==> config.mk <==
export PLATFORM = sky130hd
export DESIGN_NAME = timer_heap_scheduler_core
export DESIGN_NICKNAME = d
export VERILOG_FILES = /design/src/rtl/core/ths_pkg.sv /design/src/rtl/core/timer_heap_scheduler_core.sv /design/src/rtl/core/ths_cmp.sv /design/src/rtl/core/ths_heap_ram.sv
export SDC_FILE = /design/constraint.sdc
export NUM_CORES = 2
export LEC_CHECK = 0
export BUFFER_PORTS_ARGS = -buffer_cell sky130_fd_sc_hd__buf_4
export CORE_MARGIN = 5
export CORE_UTILIZATION = 50
export CTS_BUF_LIST = sky130_fd_sc_hd__clkbuf_4 sky130_fd_sc_hd__clkbuf_8 sky130_fd_sc_hd__clkbuf_16
export DETAILED_ROUTE_END_ITERATION = 8
export PLACE_DENSITY = 0.68
export SLEW_MARGIN = 10
export SYNTH_ARGS = -nofsm -noshare
export SYNTH_HDL_FRONTEND = slang
export SYNTH_SLANG_ARGS = --single-unit
==> constraint.sdc <==
create_clock -name clk -period 6.9 [get_ports clk]
set_clock_uncertainty 0.1 [all_clocks]
set_input_delay 0.345 -clock clk [delete_from_list [all_inputs] [get_ports clk]]
set_output_delay 0.345 -clock clk [all_outputs]
set_load 0.005 [all_outputs]
==> src/rtl/core/ths_pkg.sv <==
// Shared types and constants for the heap timer queue.
// No dependencies; used by every module in rtl/core.
package ths_pkg;

  localparam int DEPTH_DEF   = 16;
  localparam int MAX_RESULTS = 16;
  localparam int N_W         = $clog2(MAX_RESULTS + 1);

  typedef enum logic {
    OP_ADD  = 1'b0,
    OP_TICK = 1'b1
  } op_t;

  typedef enum logic [1:0] {
    KIND_ACCEPT = 2'd0,
    KIND_REJECT = 2'd1,
    KIND_FIRE   = 2'd2
  } kind_t;

  typedef struct packed {
    logic [31:0] deadline;
    logic [7:0]  id;
  } entry_t;

  typedef struct packed {
    logic neg;      // a.deadline - b.deadline has its top bit set
    logic earlier;  // a leaves the heap before b
  } cmp_res_t;

  typedef enum logic [3:0] {
    ST_IDLE,
    ST_INS_RD,
    ST_INS_CMP,
    ST_CHK_RD,
    ST_CHK_CMP,
    ST_POP_LD,
    ST_DN_RD,
    ST_DN_L,
    ST_DN_R,
    ST_FIN
  } state_t;

endpackage

==> src/rtl/core/timer_heap_scheduler_core.sv <==
// Channel  | Ports                                          | Handshake
// request  | in_operation, in_delay, in_timer_id            | start & !busy
// result   | out_kind, out_fired_id, out_at_time, out_last  | out_valid, one cycle
//
// Top level of the heap timer queue: sequencer around ths_cmp and ths_heap_ram.
// Depends on ths_pkg, ths_cmp, ths_heap_ram.
// Steps: the request is taken; an add then reads and compares the parent at each level
// climbed and writes the entry into place; each due check reads and compares the top
// entry, and a closing state ends the request; each fired timer first fetches the last
// entry, then reads both children and compares left and right at each level on the way
// down (a leaf only writes); the single compare unit and the single heap write port
// keep these steps in series. Synchronous active-low reset empties the queue and zeroes
// the time count; heap contents are not cleared. Results leave as one-cycle strobes,
// the final one in the first cycle with busy low; the receiver cannot stall them.
module timer_heap_scheduler_core
  import ths_pkg::*;
#(
  parameter int DEPTH = DEPTH_DEF
) (
  input  logic        clk,
  input  logic        rst_n,
  input  logic        start,
  output logic        busy,
  input  logic        in_operation,
  input  logic [15:0] in_delay,
  input  logic [7:0]  in_timer_id,
  output logic        out_valid,
  output logic [1:0]  out_kind,
  output logic [7:0]  out_fired_id,
  output logic [31:0] out_at_time,
  output logic        out_last
);

  localparam int IDX_W = (DEPTH > 1) ? $clog2(DEPTH) : 1;
  localparam int CNT_W = $clog2(DEPTH + 1);
  localparam int XW    = IDX_W + 2;

  state_t           state_r, state_nxt;
  logic [31:0]      cur_r, cur_nxt;
  logic [CNT_W-1:0] cnt_r, cnt_nxt;
  logic [N_W-1:0]   n_r, n_nxt;
  logic [IDX_W-1:0] pos_r, pos_nxt;
  logic [IDX_W-1:0] par_r, par_nxt;
  logic [IDX_W-1:0] best_idx_r, best_idx_nxt;
  entry_t           e_r, e_nxt;
  entry_t           best_r, best_nxt;
  logic             take_left_r, take_left_nxt;
  logic             pend_v_r, pend_v_nxt;
  kind_t            pend_kind_r, pend_kind_nxt;
  logic [7:0]       pend_id_r, pend_id_nxt;
  logic             out_valid_r, out_valid_nxt;
  kind_t            out_kind_r, out_kind_nxt;
  logic [7:0]       out_id_r, out_id_nxt;
  logic [31:0]      out_time_r, out_time_nxt;
  logic             out_last_r, out_last_nxt;

  logic             we, re;
  logic [IDX_W-1:0] waddr, raddr0, raddr1;
  entry_t           wdata, rdata0, rdata1;
  entry_t           cmp_a, cmp_b;
  cmp_res_t         cmp_res;

  logic             gen, fin;
  kind_t            gen_kind;
  logic [7:0]       gen_id;
  logic [IDX_W:0]   left_w, right_w;
  logic             left_ok, right_ok;
  logic [CNT_W-1:0] cnt_dec;

  ths_heap_ram #(.DEPTH(DEPTH)) u_ram (
    .clk    (clk),
    .we     (we),
    .waddr  (waddr),
    .wdata  (wdata),
    .re     (re),
    .raddr0 (raddr0),
    .raddr1 (raddr1),
    .rdata0 (rdata0),
    .rdata1 (rdata1)
  );

  ths_cmp u_cmp (
    .a   (cmp_a),
    .b   (cmp_b),
    .res (cmp_res)
  );

  assign left_w   = {pos_r, 1'b1};
  assign right_w  = left_w + 1'b1;
  assign left_ok  = XW'(left_w) < XW'(cnt_r);
  assign right_ok = XW'(right_w) < XW'(cnt_r);
  assign cnt_dec  = cnt_r - 1'b1;

  // operand select for the shared compare unit
  always_comb begin
    cmp_a = e_r;
    cmp_b = rdata0;
    case (state_r)
      ST_CHK_CMP: begin
        cmp_a = '{deadline: cur_r, id: 8'd0};
        cmp_b = rdata0;
      end
      ST_DN_L: begin
        cmp_a = rdata0;
        cmp_b = e_r;
      end
      ST_DN_R: begin
        cmp_a = rdata1;
        cmp_b = best_r;
      end
      default: begin
        cmp_a = e_r;
        cmp_b = rdata0;
      end
    endcase
  end

  always_ff @(posedge clk) begin
    if (!rst_n) begin
      state_r     <= ST_IDLE;
      cur_r       <= '0;
      cnt_r       <= '0;
      n_r         <= '0;
      pend_v_r    <= 1'b0;
      out_valid_r <= 1'b0;
    end else begin
      state_r     <= state_nxt;
      cur_r       <= cur_nxt;
      cnt_r       <= cnt_nxt;
      n_r         <= n_nxt;
      pend_v_r    <= pend_v_nxt;
      out_valid_r <= out_valid_nxt;
    end
  end

  always_ff @(posedge clk) begin
    pos_r       <= pos_nxt;
    par_r       <= par_nxt;
    best_idx_r  <= best_idx_nxt;
    e_r         <= e_nxt;
    best_r      <= best_nxt;
    take_left_r <= take_left_nxt;
    pend_kind_r <= pend_kind_nxt;
    pend_id_r   <= pend_id_nxt;
    out_kind_r  <= out_kind_nxt;
    out_id_r    <= out_id_nxt;
    out_time_r  <= out_time_nxt;
    out_last_r  <= out_last_nxt;
  end

  always_comb begin
    state_nxt     = state_r;
    cur_nxt       = cur_r;
    cnt_nxt       = cnt_r;
    n_nxt         = n_r;
    pos_nxt       = pos_r;
    par_nxt       = par_r;
    best_idx_nxt  = best_idx_r;
    e_nxt         = e_r;
    best_nxt      = best_r;
    take_left_nxt = take_left_r;
    we            = 1'b0;
    waddr         = pos_r;
    wdata         = e_r;
    re            = 1'b0;
    raddr0        = '0;
    raddr1        = '0;
    gen           = 1'b0;
    gen_kind      = KIND_FIRE;
    gen_id        = rdata0.id;
    fin           = 1'b0;

    case (state_r)
      ST_IDLE: begin
        if (start) begin
          n_nxt = '0;
          if (op_t'(in_operation) == OP_TICK) begin
            cur_nxt   = cur_r + 32'd1;
            state_nxt = ST_CHK_RD;
          end else if (cnt_r == CNT_W'(DEPTH)) begin
            gen       = 1'b1;
            gen_kind  = KIND_REJECT;
            gen_id    = in_timer_id;
            state_nxt = ST_CHK_RD;
          end else begin
            gen       = 1'b1;
            gen_kind  = KIND_ACCEPT;
            gen_id    = in_timer_id;
            e_nxt     = '{deadline: cur_r + 32'(in_delay), id: in_timer_id};
            pos_nxt   = IDX_W'(cnt_r);
            cnt_nxt   = cnt_r + 1'b1;
            state_nxt = ST_INS_RD;
          end
        end
      end
      // sift up: hole at pos_r, new entry held in e_r
      ST_INS_RD: begin
        if (pos_r == '0) begin
          we        = 1'b1;
          state_nxt = ST_CHK_RD;
        end else begin
          re        = 1'b1;
          raddr0    = (pos_r - 1'b1) >> 1;
          par_nxt   = (pos_r - 1'b1) >> 1;
          state_nxt = ST_INS_CMP;
        end
      end
      ST_INS_CMP: begin
        we = 1'b1;
        if (cmp_res.earlier) begin
          wdata     = rdata0;
          pos_nxt   = par_r;
          state_nxt = ST_INS_RD;
        end else begin
          state_nxt = ST_CHK_RD;
        end
      end
      ST_CHK_RD: begin
        if (n_r == N_W'(MAX_RESULTS) || cnt_r == '0) begin
          state_nxt = ST_FIN;
        end else begin
          re        = 1'b1;
          raddr0    = '0;
          state_nxt = ST_CHK_CMP;
        end
      end
      ST_CHK_CMP: begin
        if (cmp_res.neg) begin
          state_nxt = ST_FIN;
        end else begin
          gen      = 1'b1;
          gen_kind = KIND_FIRE;
          gen_id   = rdata0.id;
          cnt_nxt  = cnt_dec;
          if (cnt_dec == '0) begin
            state_nxt = ST_CHK_RD;
          end else begin
            re        = 1'b1;
            raddr0    = IDX_W'(cnt_dec);
            state_nxt = ST_POP_LD;
          end
        end
      end
      ST_POP_LD: begin
        e_nxt     = rdata0;
        pos_nxt   = '0;
        state_nxt = ST_DN_RD;
      end
      // sift down: hole at pos_r, moving entry held in e_r
      ST_DN_RD: begin
        if (!left_ok) begin
          we        = 1'b1;
          state_nxt = ST_CHK_RD;
        end else begin
          re        = 1'b1;
          raddr0    = IDX_W'(left_w);
          raddr1    = IDX_W'(right_w);
          state_nxt = ST_DN_L;
        end
      end
      ST_DN_L: begin
        take_left_nxt = cmp_res.earlier;
        best_nxt      = cmp_res.earlier ? rdata0 : e_r;
        best_idx_nxt  = IDX_W'(left_w);
        state_nxt     = ST_DN_R;
      end
      ST_DN_R: begin
        we = 1'b1;
        if (right_ok && cmp_res.earlier) begin
          wdata     = rdata1;
          pos_nxt   = IDX_W'(right_w);
          state_nxt = ST_DN_RD;
        end else if (take_left_r) begin
          wdata     = best_r;
          pos_nxt   = best_idx_r;
          state_nxt = ST_DN_RD;
        end else begin
          state_nxt = ST_CHK_RD;
        end
      end
      ST_FIN: begin
        fin       = 1'b1;
        state_nxt = ST_IDLE;
      end
      default: begin
        state_nxt = ST_IDLE;
      end
    endcase

    // results produced so far by this request
    if (gen) begin
      n_nxt = n_nxt + 1'b1;
    end
  end

  // one result is held back so that out_last is known when it leaves
  always_comb begin
    pend_v_nxt    = pend_v_r;
    pend_kind_nxt = pend_kind_r;
    pend_id_nxt   = pend_id_r;
    out_valid_nxt = 1'b0;
    out_kind_nxt  = pend_kind_r;
    out_id_nxt    = pend_id_r;
    out_time_nxt  = cur_r;
    out_last_nxt  = fin;
    if (gen) begin
      out_valid_nxt = pend_v_r;
      pend_v_nxt    = 1'b1;
      pend_kind_nxt = gen_kind;
      pend_id_nxt   = gen_id;
    end
    if (fin) begin
      out_valid_nxt = pend_v_r;
      pend_v_nxt    = 1'b0;
    end
  end

  always_comb begin
    busy = (state_r != ST_IDLE);
  end

  assign out_valid    = out_valid_r;
  assign out_kind     = out_kind_r;
  assign out_fired_id = out_id_r;
  assign out_at_time  = out_time_r;
  assign out_last     = out_last_r;

`ifndef NO_ASSERTIONS
  a_cnt_bound: assert property (@(posedge clk) disable iff (!rst_n)
    XW'(cnt_r) <= XW'(DEPTH))
    else $error("entry count above heap depth");

  a_out_in_work: assert property (@(posedge clk) disable iff (!rst_n)
    out_valid |-> $past(busy))
    else $error("result strobe without a request in progress");

  a_last_quiet: assert property (@(posedge clk) disable iff (!rst_n)
    (out_valid && out_last) |=> !out_valid)
    else $error("result after the final one of a request");

  a_start_busy: assert property (@(posedge clk) disable iff (!rst_n)
    (start && !busy) |=> busy)
    else $error("accepted request did not start the sequencer");
`endif

endmodule

==> src/rtl/core/ths_cmp.sv <==
// Shared deadline compare unit: modular 32-bit difference, ties on id.
// Depends on ths_pkg.
module ths_cmp
  import ths_pkg::*;
(
  input  entry_t   a,
  input  entry_t   b,
  output cmp_res_t res
);

  logic [31:0] diff;

  assign diff        = a.deadline - b.deadline;
  assign res.neg     = diff[31];
  assign res.earlier = (diff == 32'd0) ? (a.id < b.id) : diff[31];

endmodule

==> src/rtl/core/ths_heap_ram.sv <==
// Heap storage: one write port, two registered read ports.
// Depends on ths_pkg.
module ths_heap_ram
  import ths_pkg::*;
#(
  parameter int DEPTH = DEPTH_DEF,
  localparam int AW = (DEPTH > 1) ? $clog2(DEPTH) : 1
) (
  input  logic          clk,
  input  logic          we,
  input  logic [AW-1:0] waddr,
  input  entry_t        wdata,
  input  logic          re,
  input  logic [AW-1:0] raddr0,
  input  logic [AW-1:0] raddr1,
  output entry_t        rdata0,
  output entry_t        rdata1
);

  entry_t mem_r [DEPTH];
  entry_t rdata0_r;
  entry_t rdata1_r;

  always_ff @(posedge clk) begin
    if (we) begin
      mem_r[waddr] <= wdata;
    end
  end

  always_ff @(posedge clk) begin
    if (re) begin
      rdata0_r <= mem_r[raddr0];
      rdata1_r <= mem_r[raddr1];
    end
  end

  assign rdata0 = rdata0_r;
  assign rdata1 = rdata1_r;

endmodule

==> flow_metrics.py <==
metrics = {
    "synthesis": {
        "synthesis.nets": 3394,
        "postSynthRegisterBits": 912,
        "avgSynthCellArea_sq_um": 13.2,
        "yosysMostFrequentCell": "sky130_fd_sc_hd__edfxtp_1",
        "synth_top_cells_by_area": "sky130_fd_sc_hd__edfxtp_1, sky130_fd_sc_hd__mux4_2, sky130_fd_sc_hd__mux2i_1, sky130_fd_sc_hd__dfxtp_1, sky130_fd_sc_hd__nand2_1",
        "yosysTopAreaCellShare_pct": 56.6,
        "synth_top_flop_cell": "sky130_fd_sc_hd__edfxtp_1",
        "postSynth.asyncResetShare_pct": 0,
        "yosysUniqueCellTypes": 78,
        "number_of_synthesized_flops_with_an_enable_pin": 821,
        "ys.warnings.count": 0,
        "synth.yosys.seq_area_share_pct": 60.8,
        "synthesis.instances": 3292,
        "synthTopCellsByCount": "sky130_fd_sc_hd__edfxtp_1, sky130_fd_sc_hd__nand2_1, sky130_fd_sc_hd__mux2i_1, sky130_fd_sc_hd__o21ai_0, sky130_fd_sc_hd__nor2_1",
        "post-synth-top-area-cell": "sky130_fd_sc_hd__edfxtp_1",
        "synth.cell_area_sq_um": 43500,
    },
    "floorplanning": {
        "floorplan.rows": 108,
        "design.portCount": 73,
        "die_outline_area_sq_um": 93100,
        "coreArea_sq_um": 86600,
        "chipHeight_um": 305,
        "start_util_pct": 50.3,
        "horizontal_die_dimension_um": 305,
    },
    "global_route": {
        "grt_pass1_vias": 29800,
        "globalRouteOverflowTotal": 0,
        "grt_max_degree": 93,
        "grt_first_pass_wirelength_um": 198000,
        "grt_antenna_before_repair": 4,
        "gr-usage-all-layers_pct": 28.5,
    },
    "critical_path": {
        "worstSetupPathType": "flop to flop",
        "critPathCaptureType": "flop",
        "reg2reg_slack_ns": 0.31,
        "path_buf_inv": 4,
        "worst_path_largest_cell_delay_ns": 0.61,
        "critPathTopFamily": "simple AND/OR/NAND/NOR gates",
        "worst_ep_required_ns": 7.19,
        "ff2ff_path_depth": 21,
        "worstSetupStartpointType": "flop",
        "critical_path.reg2reg.endpoint": "u_ram.mem_r[14][32]$_DFFE_PP_",
        "crit_path_top_delay_cell": "sky130_fd_sc_hd__dfxtp_1",
        "critical_path_maximum_fanout": 92,
        "r2r_start": "state_r[1]$_SDFFE_PN0P_",
        "crit_path_dat_ns": 6.87,
        "worstPathCellList": "nand2_1 -> nor2_4 -> buf_12 -> a222oi_1 -> a21oi_1 -> ha_1 -> nand2_1 -> nor3_1 -> o21ai_0 -> nand2b_1 -> o21ai_0 -> a211o_2 -> xnor2_2 -> buf_4 -> nor3b_1 -> a211oi_4 -> nand3b_1 -> buf_12 -> mux2i_1 -> o21ai_1 -> buf_4",
    },
    "finish": {
        "finish.instance_area_sq_um": 49700,
        "nets": 3500,
        "layout.filler_cells": 6695,
        "layout-drive-gt1-share_pct": 19.0,
        "final-seq-area_sq_um": 26500,
        "layout_area_growth_over_synthesis_pct": 14.1,
        "multiInputGateArea_sq_um": 16200,
    },
    "clocking": {
        "cts_sinks": 912,
        "cts_made_buffers": 91,
        "worst_skew_pair.late_latency_ns": 0.67,
        "htreeDepth": 3,
        "clk_pin_slew_worst_paths_ns": 0.06,
        "cts_tree": "done",
        "cts_root_buffer": "sky130_fd_sc_hd__clkbuf_16",
        "cts-root-to-sink-buffers": 3,
        "cts-resized-gates": 0,
    },
    "worst_hold_path": {
        "min-delay-path-class": "input port to flop",
        "hold_end": "e_r[8]$_DFFE_PP_",
        "hold_path_depth": 4,
        "min-delay-start": "in_delay[0]",
    },
    "detailed_routing": {
        "route.detailed.drc": 0,
        "viasPerCell": 6.61,
        "avgRoutedWirePerCell_um": 29.6,
        "drt_first_pass_iters": 7,
        "drt-total-wl_um": 137000,
        "drt_initial_violations": 4769,
        "antenna_left": 0,
        "via_count": 30600,
    },
    "timing": {
        "setup_total_negative_slack_ns": 0,
        "max_slew.worst_pin.slew_ns": 1.30,
        "finalHoldWorstSlack_ns": 0.0537,
        "achievable_frequency_mhz": 152,
        "slew_headroom_pct": 13.0,
        "timing.final.setup_violations": 0,
        "hold_viol_final": 0,
        "grt_setup_unrepaired": "no",
        "final_critical_path_setup_slack_ns": 0.312,
        "layout_worst_path_cycle_share_pct": 95.5,
        "min_period_ns": 6.59,
        "slew_violations": 0,
    },
    "placed_design": {
        "place.port_buffers": 72,
        "place_congestion": 0.966,
        "dp_hpwl_um": 82100,
        "detailedPlace.worstSlack_ns": 0.414,
        "placed_cell_area_sq_um": 46400,
    },
    "run": {
        "maxCapViolCount": 0,
    },
    "pwr": {
        "power_per_cell_area_nw_per_um2": 349,
        "leakage_nw": 18.3,
        "ir_drop_worst_case_vdd_v": 0.000281,
        "post-layout-total-power_mw": 17.4,
    },
    "status": {
        "outcome": "finished clean",
    },
}
-- tightest hold or removal path, delay by kind of cell --
kind	cells	cell delay, ns
adder cells (fa/ha/maj)	1	0.13
AND/OR/NAND/NOR	2	0.14
buffers and inverters	1	0.09
-- registers in the layout, summed over array words and instances (netlist names), 5 cells and up --
signal and count:
best_r 40, cnt_r 5, cur_r 32, e_r 40, n_r 5, out_at_time 32
out_fired_id 8, out_id_nxt 8, u_ram.mem_r 640, u_ram.rdata0 40, u_ram.rdata1 40
-- what timing repair did --
item,CTS,global route
setup buffers,0,2
setup endpoints to repair,0,11
hold endpoints to repair,30,0
hold buffers,9,0
-- per-layer routing --
layer	track usage [%]	vias to the layer above	share of wire, %
met2	43.3	2217	45
met3	10.1	325	14
li1	-	12900	-
met4	9.40	0	3.4
met5	0	-	0
met1	38.8	15200	37
-- metrics by stage --
step           utilization, %  instances
2_1_floorplan               -       3292
3_3_place_gp             53.5       4449
3_5_place_dp             53.5       4449
4_1_cts                  57.3       4626
5_1_grt                  57.4       4628
6_report                 57.4       4630
-- final cells by class --
cell class              instances  share of cell area, %
diodes                          2                 0.0101
clock buffers                 111                   5.18
clock inverters                57                   1.30
inverters                      44                  0.332
multi-input cells            2123                   32.7
flip-flops and latches        912                   53.3
well taps                    1155                   2.91
repair buffers                226                   4.32
-- placed cells by master (no fill, tap or decap), drive strengths merged, types with 108 or more instances in the layout --
cell type    n
nand3      108
buf        217
nand2      480
edfxtp     821
nor2       151
o21ai      189
mux2i      206
mux4       119
a21oi      120
mux2       127
clkbuf     111
-- worst max-delay path by stage --
stage / start / to / depth (start not counted)
detailed placement: state_r[1]$_SDFFE_PN0P_ / u_ram.rdata0[32]$_DFFE_PP_ / 19
finish: state_r[1]$_SDFFE_PN0P_ / u_ram.mem_r[14][32]$_DFFE_PP_ / 21
global placement: state_r[1]$_SDFFE_PN0P_ / u_ram.rdata0[32]$_DFFE_PP_ / 19
global route: state_r[1]$_SDFFE_PN0P_ / u_ram.mem_r[8][4]$_DFFE_PP_ / 21
floorplan: state_r[3]$_SDFFE_PN0P_ / u_ram.rdata0[0]$_DFFE_PP_ / 16
CTS: state_r[1]$_SDFFE_PN0P_ / u_ram.rdata0[32]$_DFFE_PP_ / 19
-- report_power, final --
group | leakage, nW | internal [mW] | total, mW | switching, mW
clock network | 1.61 | 3.12 | 5.28 | 2.16
registers | 8.19 | 6.76 | 7.19 | 0.423
logic | 8.56 | 1.98 | 4.88 | 2.90
total | 18.3 | 11.9 | 17.4 | 5.49
-- cell families (layout without fill, tap and decap cells) --
logic type | Yosys count | count (layout) | synth area share, %
other | 0 | 2 | 0
flip-flops | 912 | 912 | 60.8
buffers and inverters | 257 | 438 | 2.56
XOR/XNOR | 76 | 76 | 1.55
AND/OR/NAND/NOR | 887 | 887 | 8.80
adder cells (fa/ha/maj) | 74 | 74 | 2.14
AO/OA/AOI/OAI | 634 | 634 | 9.97
multiplexers | 452 | 452 | 14.2
(Power assumes the default switching activity.)
